<file path="config.mk">
export PLATFORM = sky130hd
export DESIGN_NAME = locked_pointer_assoc_table_unit
export DESIGN_NICKNAME = d
export VERILOG_FILES = /design/src/hdl/lpat_pkg.sv /design/src/hdl/locked_pointer_assoc_table_unit.sv /design/src/hdl/lpat_store.sv /design/src/hdl/lpat_cmp.sv
export SDC_FILE = /design/constraint.sdc
export NUM_CORES = 2
export LEC_CHECK = 0
export BUFFER_PORTS_ARGS = -buffer_cell sky130_fd_sc_hd__buf_2
export CORE_AREA = 2 2 399 796
export CTS_BUF_LIST = sky130_fd_sc_hd__clkbuf_4
export DETAILED_ROUTE_END_ITERATION = 10
export DIE_AREA = 0 0 401 798
export SYNTH_ARGS = -nofsm -noshare
export SYNTH_HDL_FRONTEND = slang
export SYNTH_HIERARCHICAL = 1
export SYNTH_SLANG_ARGS = --single-unit
export TNS_END_PERCENT = 1
</file>
<file path="constraint.sdc">
create_clock -name clk -period 16.1 [get_ports clk]
set_clock_uncertainty 0.15 [all_clocks]
set_input_delay 2.415 -clock clk [delete_from_list [all_inputs] [get_ports clk]]
set_output_delay 2.415 -clock clk [all_outputs]
set_load 0.02 [all_outputs]
</file>
<file path="src/hdl/lpat_pkg.sv">
// shared types and constants for the locked pointer association table
package lpat_pkg;

	localparam int unsigned KEY_W = 64;
	localparam int unsigned VAL_W = 64;

	// operation codes carried by func
	typedef enum logic [0:0] {
		FUNC_REMEMBER = 1'b0,
		FUNC_RECALL   = 1'b1
	} func_t;

	// sequencer states
	typedef enum logic [1:0] {
		ST_IDLE,
		ST_SCAN,
		ST_DONE
	} state_t;

	// per entry compare outcome from the shared compare unit
	typedef struct packed {
		logic key_eq;
		logic val_zero;
	} cmp_res_t;

endpackage

</file>
<file path="src/hdl/locked_pointer_assoc_table_unit.sv">
// top level of the locked pointer association table: sequencer, result register
//
// A fully associative table of ENTRIES key/value pairs, all zero after reset.
// func 0 (remember) writes the value into the lowest entry whose key matches,
// clearing that entry's key too when the value is zero; with no match it
// places key and value into the lowest entry whose value is zero, or raises
// table_full and leaves the table untouched. func 1 (recall) returns the
// value of the lowest matching entry, or zero with hit low. One result item
// comes out per input item. The entries sit in a memory with separate read and
// write ports that a small sequencer walks one entry per cycle through one
// shared 64-bit compare unit: the item is taken in the idle state, every entry
// is read and its registered read data compared during the scan, and the
// done state writes back and loads the result. The input side stalls while
// an item is in the scan or waits in the done state; a finished result
// waits in the output register and does not block the next item's scan.
module locked_pointer_assoc_table_unit #(
	parameter int unsigned ENTRIES = 16
) (
	input  logic                       clk,
	input  logic                       arst_n,
	// input channel
	input  logic                       in_valid,
	output logic                       in_stall,
	input  logic                       func,
	input  logic [lpat_pkg::KEY_W-1:0] key,
	input  logic [lpat_pkg::VAL_W-1:0] value,
	// result channel
	output logic                       out_valid,
	input  logic                       out_stall,
	output logic                       hit,
	output logic [lpat_pkg::VAL_W-1:0] recalled_value,
	output logic                       table_full
);
	import lpat_pkg::*;

	// index width for entry addresses, counter wide enough to hold ENTRIES
	localparam int unsigned IDX_W = (ENTRIES > 1) ? $clog2(ENTRIES) : 1;
	localparam int unsigned CNT_W = $clog2(ENTRIES + 1);
	localparam logic [CNT_W-1:0] CNT_END = CNT_W'(ENTRIES);

	state_t state_q, state_d;

	// latched item
	func_t            func_q;
	logic [KEY_W-1:0] key_q;
	logic [VAL_W-1:0] value_q;

	// scan progress
	logic [CNT_W-1:0] cnt_q;
	logic             cmp_vld_s1;
	logic [IDX_W-1:0] cmp_idx_s1;

	// first match and first free entry seen so far
	logic             match_found_q;
	logic [IDX_W-1:0] match_idx_q;
	logic [VAL_W-1:0] match_val_q;
	logic             free_found_q;
	logic [IDX_W-1:0] free_idx_q;

	// result register
	logic             out_valid_q;
	logic             hit_q;
	logic [VAL_W-1:0] recalled_q;
	logic             full_q;

	// store and compare wiring
	logic             rd_en;
	logic [IDX_W-1:0] rd_addr;
	logic [KEY_W-1:0] rd_key;
	logic [VAL_W-1:0] rd_val;
	logic             rd_vld;
	logic             wr_en;
	logic [IDX_W-1:0] wr_addr;
	logic [KEY_W-1:0] wr_key;
	cmp_res_t         cmp_res;

	logic in_acc;
	logic out_free;
	logic finish;

	assign in_acc   = in_valid && !in_stall;
	assign out_free = !out_valid_q || !out_stall;
	assign finish   = (state_q == ST_DONE) && out_free;

	// issue one entry read per scan cycle
	assign rd_en   = (state_q == ST_SCAN) && (cnt_q < CNT_END);
	assign rd_addr = cnt_q[IDX_W-1:0];

	lpat_store #(
		.ENTRIES (ENTRIES),
		.IDX_W   (IDX_W)
	) u_store (
		.clk     (clk),
		.arst_n  (arst_n),
		.rd_en   (rd_en),
		.rd_addr (rd_addr),
		.rd_key  (rd_key),
		.rd_val  (rd_val),
		.rd_vld  (rd_vld),
		.wr_en   (wr_en),
		.wr_addr (wr_addr),
		.wr_key  (wr_key),
		.wr_val  (value_q)
	);

	lpat_cmp u_cmp (
		.item_key (key_q),
		.ent_key  (rd_key),
		.ent_val  (rd_val),
		.ent_vld  (rd_vld),
		.res      (cmp_res)
	);

	// write back decision: matched entry first, else lowest free entry
	always_comb begin
		wr_en   = 1'b0;
		wr_addr = match_idx_q;
		wr_key  = key_q;
		if (finish && (func_q == FUNC_REMEMBER)) begin
			if (match_found_q) begin
				wr_en   = 1'b1;
				wr_addr = match_idx_q;
				// zero value releases the entry's key
				wr_key  = (value_q == '0) ? '0 : key_q;
			end else if (free_found_q) begin
				wr_en   = 1'b1;
				wr_addr = free_idx_q;
			end
		end
	end

	// next state
	always_comb begin
		state_d  = state_q;
		in_stall = 1'b1;
		unique case (state_q)
			ST_IDLE: begin
				in_stall = 1'b0;
				if (in_valid) begin
					state_d = ST_SCAN;
				end
			end
			ST_SCAN: begin
				// last compare lands once the counter has passed every entry
				if (cnt_q == CNT_END) begin
					state_d = ST_DONE;
				end
			end
			ST_DONE: begin
				if (out_free) begin
					state_d = ST_IDLE;
				end
			end
			default: begin
				state_d = ST_IDLE;
			end
		endcase
	end

	always_ff @(posedge clk or negedge arst_n) begin
		if (!arst_n) begin
			state_q <= ST_IDLE;
		end else begin
			state_q <= state_d;
		end
	end

	// item capture
	always_ff @(posedge clk) begin
		if (in_acc) begin
			func_q  <= func_t'(func);
			key_q   <= key;
			value_q <= value;
		end
	end

	// scan counter, compare stage and lowest-hit tracking
	always_ff @(posedge clk or negedge arst_n) begin
		if (!arst_n) begin
			cnt_q         <= '0;
			cmp_vld_s1    <= 1'b0;
			match_found_q <= 1'b0;
			free_found_q  <= 1'b0;
		end else begin
			cmp_vld_s1 <= rd_en;
			if (in_acc) begin
				cnt_q         <= '0;
				match_found_q <= 1'b0;
				free_found_q  <= 1'b0;
			end else begin
				if (rd_en) begin
					cnt_q <= cnt_q + 1'b1;
				end
				if (cmp_vld_s1) begin
					if (cmp_res.key_eq && !match_found_q) begin
						match_found_q <= 1'b1;
					end
					if (cmp_res.val_zero && !free_found_q) begin
						free_found_q <= 1'b1;
					end
				end
			end
		end
	end

	always_ff @(posedge clk) begin
		if (rd_en) begin
			cmp_idx_s1 <= rd_addr;
		end
		if (cmp_vld_s1 && cmp_res.key_eq && !match_found_q) begin
			match_idx_q <= cmp_idx_s1;
			match_val_q <= rd_vld ? rd_val : '0;
		end
		if (cmp_vld_s1 && cmp_res.val_zero && !free_found_q) begin
			free_idx_q <= cmp_idx_s1;
		end
	end

	// result register
	always_ff @(posedge clk or negedge arst_n) begin
		if (!arst_n) begin
			out_valid_q <= 1'b0;
		end else if (finish) begin
			out_valid_q <= 1'b1;
		end else if (!out_stall) begin
			out_valid_q <= 1'b0;
		end
	end

	always_ff @(posedge clk) begin
		if (finish) begin
			hit_q      <= match_found_q;
			recalled_q <= ((func_q == FUNC_RECALL) && match_found_q) ? match_val_q : '0;
			full_q     <= (func_q == FUNC_REMEMBER) && !match_found_q && !free_found_q;
		end
	end

	assign out_valid      = out_valid_q;
	assign hit            = hit_q;
	assign recalled_value = recalled_q;
	assign table_full     = full_q;

	// a full table report never comes with a hit
	a_full_no_hit: assert property (@(posedge clk) disable iff (!arst_n)
		out_valid_q |-> !(full_q && hit_q))
		else $error("table_full raised together with hit");

	// a nonzero recalled value needs a hit
	a_recall_hit: assert property (@(posedge clk) disable iff (!arst_n)
		(out_valid_q && (recalled_q != '0)) |-> hit_q)
		else $error("recalled value without hit");

	// the table is only written while the result is being loaded
	a_write_at_done: assert property (@(posedge clk) disable iff (!arst_n)
		wr_en |-> (state_q == ST_DONE) && out_free)
		else $error("table write outside of write back");

	// compare data only follows a scan read
	a_cmp_after_read: assert property (@(posedge clk) disable iff (!arst_n)
		cmp_vld_s1 |-> $past(rd_en))
		else $error("compare stage valid without a read");

	// finishing an item returns the sequencer to idle
	a_done_to_idle: assert property (@(posedge clk) disable iff (!arst_n)
		finish |=> (state_q == ST_IDLE) && out_valid_q)
		else $error("sequencer did not return to idle after write back");

endmodule

</file>
<file path="src/hdl/lpat_store.sv">
// key and value memories with per entry valid bits
module lpat_store #(
	parameter int unsigned ENTRIES = 16,
	parameter int unsigned IDX_W   = 4
) (
	input  logic                       clk,
	input  logic                       arst_n,
	input  logic                       rd_en,
	input  logic [IDX_W-1:0]           rd_addr,
	output logic [lpat_pkg::KEY_W-1:0] rd_key,
	output logic [lpat_pkg::VAL_W-1:0] rd_val,
	output logic                       rd_vld,
	input  logic                       wr_en,
	input  logic [IDX_W-1:0]           wr_addr,
	input  logic [lpat_pkg::KEY_W-1:0] wr_key,
	input  logic [lpat_pkg::VAL_W-1:0] wr_val
);
	import lpat_pkg::*;

	logic [KEY_W-1:0] key_mem [ENTRIES];
	logic [VAL_W-1:0] val_mem [ENTRIES];
	logic [ENTRIES-1:0] vld_q;
	logic [KEY_W-1:0] rd_key_q;
	logic [VAL_W-1:0] rd_val_q;
	logic rd_vld_q;

	always_ff @(posedge clk) begin
		if (wr_en) begin
			key_mem[wr_addr] <= wr_key;
			val_mem[wr_addr] <= wr_val;
		end
		if (rd_en) begin
			rd_key_q <= key_mem[rd_addr];
			rd_val_q <= val_mem[rd_addr];
		end
	end

	// valid bits mark written entries; entries never written read back with rd_vld low
	always_ff @(posedge clk or negedge arst_n) begin
		if (!arst_n) begin
			vld_q    <= '0;
			rd_vld_q <= 1'b0;
		end else begin
			if (wr_en) begin
				vld_q[wr_addr] <= 1'b1;
			end
			if (rd_en) begin
				rd_vld_q <= vld_q[rd_addr];
			end
		end
	end

	assign rd_key = rd_key_q;
	assign rd_val = rd_val_q;
	assign rd_vld = rd_vld_q;

endmodule

</file>
<file path="src/hdl/lpat_cmp.sv">
// shared compare unit: key match and free entry test for one entry
module lpat_cmp (
	input  logic [lpat_pkg::KEY_W-1:0] item_key,
	input  logic [lpat_pkg::KEY_W-1:0] ent_key,
	input  logic [lpat_pkg::VAL_W-1:0] ent_val,
	input  logic                       ent_vld,
	output lpat_pkg::cmp_res_t         res
);
	import lpat_pkg::*;

	logic [KEY_W-1:0] eff_key;
	logic [VAL_W-1:0] eff_val;

	// unwritten entry behaves as key zero, value zero
	assign eff_key = ent_vld ? ent_key : '0;
	assign eff_val = ent_vld ? ent_val : '0;

	assign res.key_eq   = (eff_key == item_key);
	assign res.val_zero = (eff_val == '0);

endmodule
</file>
Word level (Yosys, flattened, before mapping)
Memories as Yosys holds them, arrays and structs flattened. A register that Yosys moved wholly into a read port is not among the register bits.
Cells that the tools add are included.
{"block": "totals", "regBits": 299, "mem_bits_rw": 2048, "input_bits": 133, "out_inout_bits": 68, "word_cells": 96, "memories": 2}
{"block": "classes", "add_sub_neg": 1, "magnitude_cmp": 4, "n_eq_ne": 8, "muxes": 32, "n_bitwise": 2, "reduce_logical": 29}
{"name": "u_store.key_mem", "words": 16, "word_bits": 64, "rd": 1, "rd_clocked_by_memory_dff": 1, "wr": 1, "line_no": "lpat_store.sv:20", "rtl": "logic [KEY_W-1:0] key_mem [ENTRIES];"}
{"name": "u_store.val_mem", "words": 16, "word_bits": 64, "rd": 1, "rd_clocked_by_memory_dff": 1, "wr": 1, "line_no": "lpat_store.sv:21", "rtl": "logic [VAL_W-1:0] val_mem [ENTRIES];"}
{"op": "64-bit 2-to-1 mux", "n": 5}
{"op": "64-bit logical NOT", "n": 2}
{"op": "64-bit == test", "n": 1}
{"op": "1-bit 2-to-1 mux", "n": 16}
{"op": "16-bit bitwise OR", "n": 1}
{"op": "1-bit logical AND", "n": 14}
{"op": "4-bit 2-to-1 mux", "n": 3}
{"op": "4-bit by 5-bit < comparator with 1-bit output (second input constant)", "n": 2}
{"op": "5-bit 2-to-1 mux", "n": 2}
{"op": "2-bit nonzero test", "n": 4}
{"op": "2-bit 2-to-1 mux", "n": 3}
{"op": "2-bit case mux with 3 select lines", "n": 1}
{"op": "5-bit by 1-bit adder with 5-bit output (second input constant)", "n": 1}
{"op": "5-bit == test (second input constant)", "n": 1}
{"op": "5-bit < comparator (second input constant)", "n": 1}
{"op": "1-bit binary-select mux with 4-bit select", "n": 1}
{"op": "1-bit demux with 4-bit select", "n": 1}
{"op": "4-bit by 1-bit >= comparator with 1-bit output (second input constant)", "n": 1}
{"op": "1-bit logical NOT", "n": 4}
{"op": "2-bit by 1-bit inequality test with 1-bit output (second input constant)", "n": 2}
{"op": "2-bit inequality test (second input constant)", "n": 2}
{"op": "2-bit AND reduction", "n": 2}
{"op": "3-bit AND reduction", "n": 1}
{"op": "2-bit by 1-bit == test with 1-bit output (second input constant)", "n": 1}
{"op": "other kinds (4)", "n": 4}

Logic depth before layout (Yosys ltp)
{"block": "depth", "word_depth": 10, "ltp_mapped": 10, "mapped_depth_nobuf": 7}

Modules after synthesis
Netlist, hierarchy kept.
{"mod": "lpat_store", "instances": 1, "cells_each": 3226, "area_each_um2": 81778.4, "seq_area_each_um2": 65768.1}
{"mod": "locked_pointer_assoc_table_unit", "instances": 1, "cells_each": 578, "area_each_um2": 10343.7, "seq_area_each_um2": 8413.1}
{"mod": "lpat_cmp", "instances": 1, "cells_each": 245, "area_each_um2": 1679.1, "seq_area_each_um2": 0.0}

Worst setup path before layout
No wires, ideal clock.
{"block": "synth_path", "kind": "input-to-reg", "start": "input port out_stall", "end": "register u_store.vld_q[0]", "setup_time_ps": 120, "arrival_ps": 13563, "t_required_ps": 15830, "setup_slack_ps": 2266, "path_stages": 7, "path_buffers": 0, "path_cell_list": "nand2_1 > or3b_4 > nor3b_4 > mux2_2 > or3b_2 > nor3_1 > or2_2"}
{"block": "synth_between", "elab_chain_cells": 10, "elab_cells_between_ends": 12, "classes_between": "order compare (2); mux (4); bitwise (1); reduce/logical (5)"}
{"element": "start: declaration", "line_no": "locked_pointer_assoc_table_unit.sv:29", "rtl": "input logic out_stall,"}
{"element": "1-bit logical NOT *"}
{"element": "1-bit logical OR *", "line_no": "locked_pointer_assoc_table_unit.sv:82", "rtl": "assign out_free = !out_valid_q || !out_stall;"}
{"element": "1-bit logical AND *", "line_no": "locked_pointer_assoc_table_unit.sv:83", "rtl": "assign finish = (state_q == ST_DONE) && out_free;"}
{"element": "1-bit logical AND *", "line_no": "locked_pointer_assoc_table_unit.sv:119", "rtl": "if (finish && (func_q == FUNC_REMEMBER)) begin"}
{"element": "4-bit 2-to-1 mux *", "line_no": "locked_pointer_assoc_table_unit.sv:119"}
{"element": "named net wr_addr[2]", "line_no": "locked_pointer_assoc_table_unit.sv:73", "rtl": "logic [IDX_W-1:0] wr_addr;"}
{"element": "4-bit by 5-bit < comparator with 1-bit output (implied by the code) or 4-bit by 1-bit >= comparator with 1-bit output (tied branches)", "line_no": "lpat_store.sv:45", "rtl": "vld_q[wr_addr] <= 1'b1;"}
{"element": "1-bit logical AND (implied by the code)", "line_no": "lpat_store.sv:45"}
{"element": "1-bit 2-to-1 mux (implied by the code)", "line_no": "lpat_store.sv:45"}
{"element": "1-bit demux with 4-bit select *"}
{"element": "16-bit bitwise OR (no line) *"}
{"element": "end signal: assignment", "line_no": "lpat_store.sv:41", "rtl": "vld_q <= '0;"}
{"element": "end signal: indexed assignment", "line_no": "lpat_store.sv:45"}
{"element": "end: declaration", "line_no": "lpat_store.sv:22", "rtl": "logic [ENTRIES-1:0] vld_q;"}
Mark *: on every way through the listed nets, which the timed path passes. The rest lies on a longest branch.
A chain may end at the register's enable or synchronous reset.

Worst setup path after layout
{"block": "layout_path", "start": "input port out_stall", "end": "memory u_store.key_mem[2][21], enable pin"}
{"block": "layout_between", "elab_cells_between_ends": 8, "classes_between": "mux (4); reduce/logical (4)"}
{"element": "1-bit logical NOT"}
{"element": "1-bit logical OR", "line_no": "locked_pointer_assoc_table_unit.sv:82"}
{"element": "1-bit logical AND", "line_no": "locked_pointer_assoc_table_unit.sv:83"}
{"element": "1-bit logical AND", "line_no": "locked_pointer_assoc_table_unit.sv:119"}
{"element": "4-bit 2-to-1 mux", "line_no": "locked_pointer_assoc_table_unit.sv:119"}
{"element": "named net wr_addr[2]", "line_no": "locked_pointer_assoc_table_unit.sv:73"}
{"element": "end: declaration", "line_no": "lpat_store.sv:20"}
The timed path passes the listed nets, and every way through them passes these cells.

==> impl_summary.md <==
Routing
The count of nets left with antenna violations once routing finished came out at 0. The routed wire length is 243 mm. Dividing the detail-routed via count by the number of cells gives 4.93. Summing over every cut layer, the via total after detailed routing is 45,500. The DRC violation count after routing is 0. The wire length per cell after detailed routing is 26.3 um. The initial DRC count is 3,787. The number of optimization iterations in the first detailed-route pass is 6.

Yosys
Synthesis instantiated 53 different standard cells from the library. The count of flip-flops with a built-in enable after synthesis is 2,447. The synthesis-stage register bit count is 2,475.

When the netlist entered floorplanning its net count stood at 4,184. The commonest cells after synthesis are sky130_fd_sc_hd__edfxtp_1, sky130_fd_sc_hd__mux4_2, sky130_fd_sc_hd__clkbuf_1, sky130_fd_sc_hd__and2_1, sky130_fd_sc_hd__and3_1. A synthesized cell averages 23.2 sq um. Counting flops with an async set or reset pin after synthesis yields a share of 1.13%. In this run the biggest area consumer among cell types represents 78.3% of the synthesized area.

Synthesis produced a netlist whose cell count is 4,049. By area the synthesized netlist is led by sky130_fd_sc_hd__edfxtp_1, sky130_fd_sc_hd__mux4_2, sky130_fd_sc_hd__dfrtp_1. The biggest area contributor in the post-synthesis netlist is sky130_fd_sc_hd__edfxtp_1. After synthesis the cells add up to 93,800 sq um. The most instantiated library cell after synthesis is sky130_fd_sc_hd__edfxtp_1. The register area share after synthesis is 79.1%.

The most used flip-flop cell after synthesis is sky130_fd_sc_hd__edfxtp_1. The number of warnings issued by yosys is 6.

Clock network
In this run, post-CTS hold repair placed 0 buffers. The clock transition at the registers of the reported paths is 80 ps. The CTS tree is done. Post-CTS timing repair inserted 0 buffers for setup.

The root buffer cell chosen for the clock tree is sky130_fd_sc_hd__clkbuf_4. Clock tree synthesis found a total of 2,475 sinks. Clock latency on the worst-skew pair, taken at its later pin, is 1270 ps. In this run, post-CTS repair resized a total of 0 instances. The H-tree level count is 6. The number of buffers created by CTS is 564. The number of buffers between clock root and the deepest sink is 4.

Floorplanning
The initial cell density of the core is 29.9%. The floorplan step set the die height to 798 um. The row count is 291. The placeable core region is 314,000 sq um.

The width of the die is 401 um. The die outline area is 320,000 sq um. In this run the count of I/O pins placed on the die edge is 201.

Critical path
The arrival time at the worst endpoint is 6750 ps. The worst setup path is captured at a register. The launching element type of the critical path is a primary input. The worst setup path is of the in2reg kind. At the worst endpoint, the required time is 16,780 ps. The maximum fanout along the worst path is 42.

Place
The half-perimeter wire length of the detailed placement result is 135 mm. The final estimated routing congestion in global placement is 0.747. The total placed cells including tap cells is 8,249. The placed cell area is 99,900 sq um. The number of I/O port buffers is 200.

STA
The final-report max-slew violation count is 0. The peak clock frequency supported by timing is 0.165 GHz. The final hold violation count is 0. The relative slew slack is 6.85%. The transition time at the pin with the least slew margin is 1390 ps.

Setup repair after global routing left no endpoint under its margin. The final critical delay including setup and external delays is 6070 ps. Setup violations remaining at the end of the flow were counted as 0. The final critical path takes up 37.7% of the cycle. For the final routed database, the setup TNS stands at 0 ps.

Power
The power density over the cells is 161 nW/um^2. IR analysis of the VDD net gives a maximum drop of 225 uV. The reported leakage power is 34.0 nW.

Finish
The final net count is 4,848. Compared with the post-synthesis result, the final layout area differs by 14.3%. Once layout is done, the placed cells without fillers occupy 107,000 sq um. The share of layout cells above drive strength 1 is 35.8%. The filler cells instantiated in the layout total 29,400. After the flow finishes, the layout carries non-filler instances totaling 9,231.

Worst hold path
The type of the tightest min-delay check is reg2reg.

Global route
Entering global routing, the biggest net connects 143 pins. The via count of the first global-routing pass is 49,000. The first global-routing pass estimated 347 mm of wire. The met2 track utilization from global routing is 26.6%. Global routing used 2.44% of the available met3 tracks.

For this run, global-route usage on met1 was measured as 18.0%. After global routing, the most crowded layer is met2. Global routing used 14.8% of the available tracks. The number of antenna violations at the first check in global routing is 17. Summed over all layers, the global routing overflow is 0.

Status
The run finished with clean final reports.

Flow run
The number of violations of the max-capacitance limit is 0.
==> cell type report <==
type / instances / area (sq um) / share of cell area [%]
Clock buffer: 804 / 6040 / 5.63
Sequential cell: 2475 / 74200 / 69.2
Timing Repair Buffer: 306 / 1880 / 1.76
Tap cell: 4102 / 5130 / 4.79
Antenna cell: 8 / 20.0 / 0.0187
Inverter: 4 / 16.3 / 0.0152
Multi-Input combinational cell: 1362 / 18600 / 17.4
Clock inverter: 170 / 1330 / 1.24
==> flip-flops by register name, summed over array words and instances, names as in the netlist, 2 cells and up <==
register         count
cmp_idx_s1           4
cnt_q                5
free_idx_q           4
key_q               64
match_idx_q          4
match_val_q         64
recalled_value      64
state_q              2
u_store/key_mem   1024
u_store/rd_key      64
u_store/rd_val      64
u_store/val_mem   1024
u_store/vld_q       16
value_q             64
==> path summary, 6_finish.rpt <==
check / from / end / slack (ps) / depth (start not counted)
setup / recovery: out_stall / u_store/key_mem[2][21] / 10030 / 9
hold / removal: cmp_idx_s1[3] / free_idx_q[3] / 280 / 0
setup reg to reg: u_store/rd_vld / match_val_q[42] / 10740 / 9
hold reg to reg: cmp_idx_s1[3] / free_idx_q[3] / 280 / 0
max in group asynchronous: arst_n / cnt_q[3] / 14070 / 1
min in group asynchronous: arst_n / cnt_q[4] / 1100 / 1
==> critical path, stage by stage <==
cell,delay [ps]
sky130_fd_sc_hd__buf_2,130
sky130_fd_sc_hd__nand2_1,130
sky130_fd_sc_hd__or3b_4,470
sky130_fd_sc_hd__nor3b_4,310
sky130_fd_sc_hd__mux2_2,420
sky130_fd_sc_hd__or3b_2,600
sky130_fd_sc_hd__nor2_4,710
sky130_fd_sc_hd__buf_4,710
sky130_fd_sc_hd__buf_4,810
==> stage by stage <==
step	util, %	total power, mW	hold WS, ps	setup WS [ps]
after CTS	34.2	17.5	307	10140
after detailed placement	31.8	12.3	281	8720
after global placement	31.8	12.3	277	8770
after global routing	34.2	18.0	317	9980
final	34.2	17.2	282	10030
after floorplan	-	11.0	271	2270
==> cells in the final DEF (no fill, tap or decap), drive strengths merged, types with 7 or more instances in the layout <==
cell type / count
xor2: 33
nor2: 27
bufinv: 22
a211oi: 63
o21a: 31
clkbuf: 804
dfrtp: 28
mux2i: 61
edfxtp: 2447
nand3: 34
diode: 8
clkinvlp: 7
or2: 17
o22ai: 47
clkinv: 122
and2: 94
nor3: 40
mux4: 584
nor4: 34
nor2b: 30
a21boi: 64
inv: 23
nand4b: 32
nand4: 8
nand2: 7
a21oi: 63
buf: 306
and3: 64
==> report_power, final <==
part | leakage [nW] | switching (mW) | internal [mW]
logic | 7.12 | 2.08 | 1.81
registers | 22.5 | 0.505 | 7.69
clock network | 4.36 | 2.48 | 2.66
==> logic make-up after synthesis <==
| logic type | Yosys count | synth area share (%) |
|---|---|---|
| compound gates | 275 | 1.98 |
| flops | 2475 | 79.1 |
| simple gates | 401 | 2.63 |
| mux | 650 | 14.7 |
| xor+xnor | 34 | 0.317 |
| fa+ha+maj | 2 | 0.0267 |
| buf+inv | 212 | 1.23 |
==> routing by layer <==
metal  routed length [um]  up-vias  part of all wire (%)
met5                   38        -                 0.016
met4                 6610        6                   2.7
met3                12800      419                   5.3
met2               128000     1702                    53
met1                95200    24400                    39
li1                     -    18900                     -
Power figures use the tool's default switching activity.
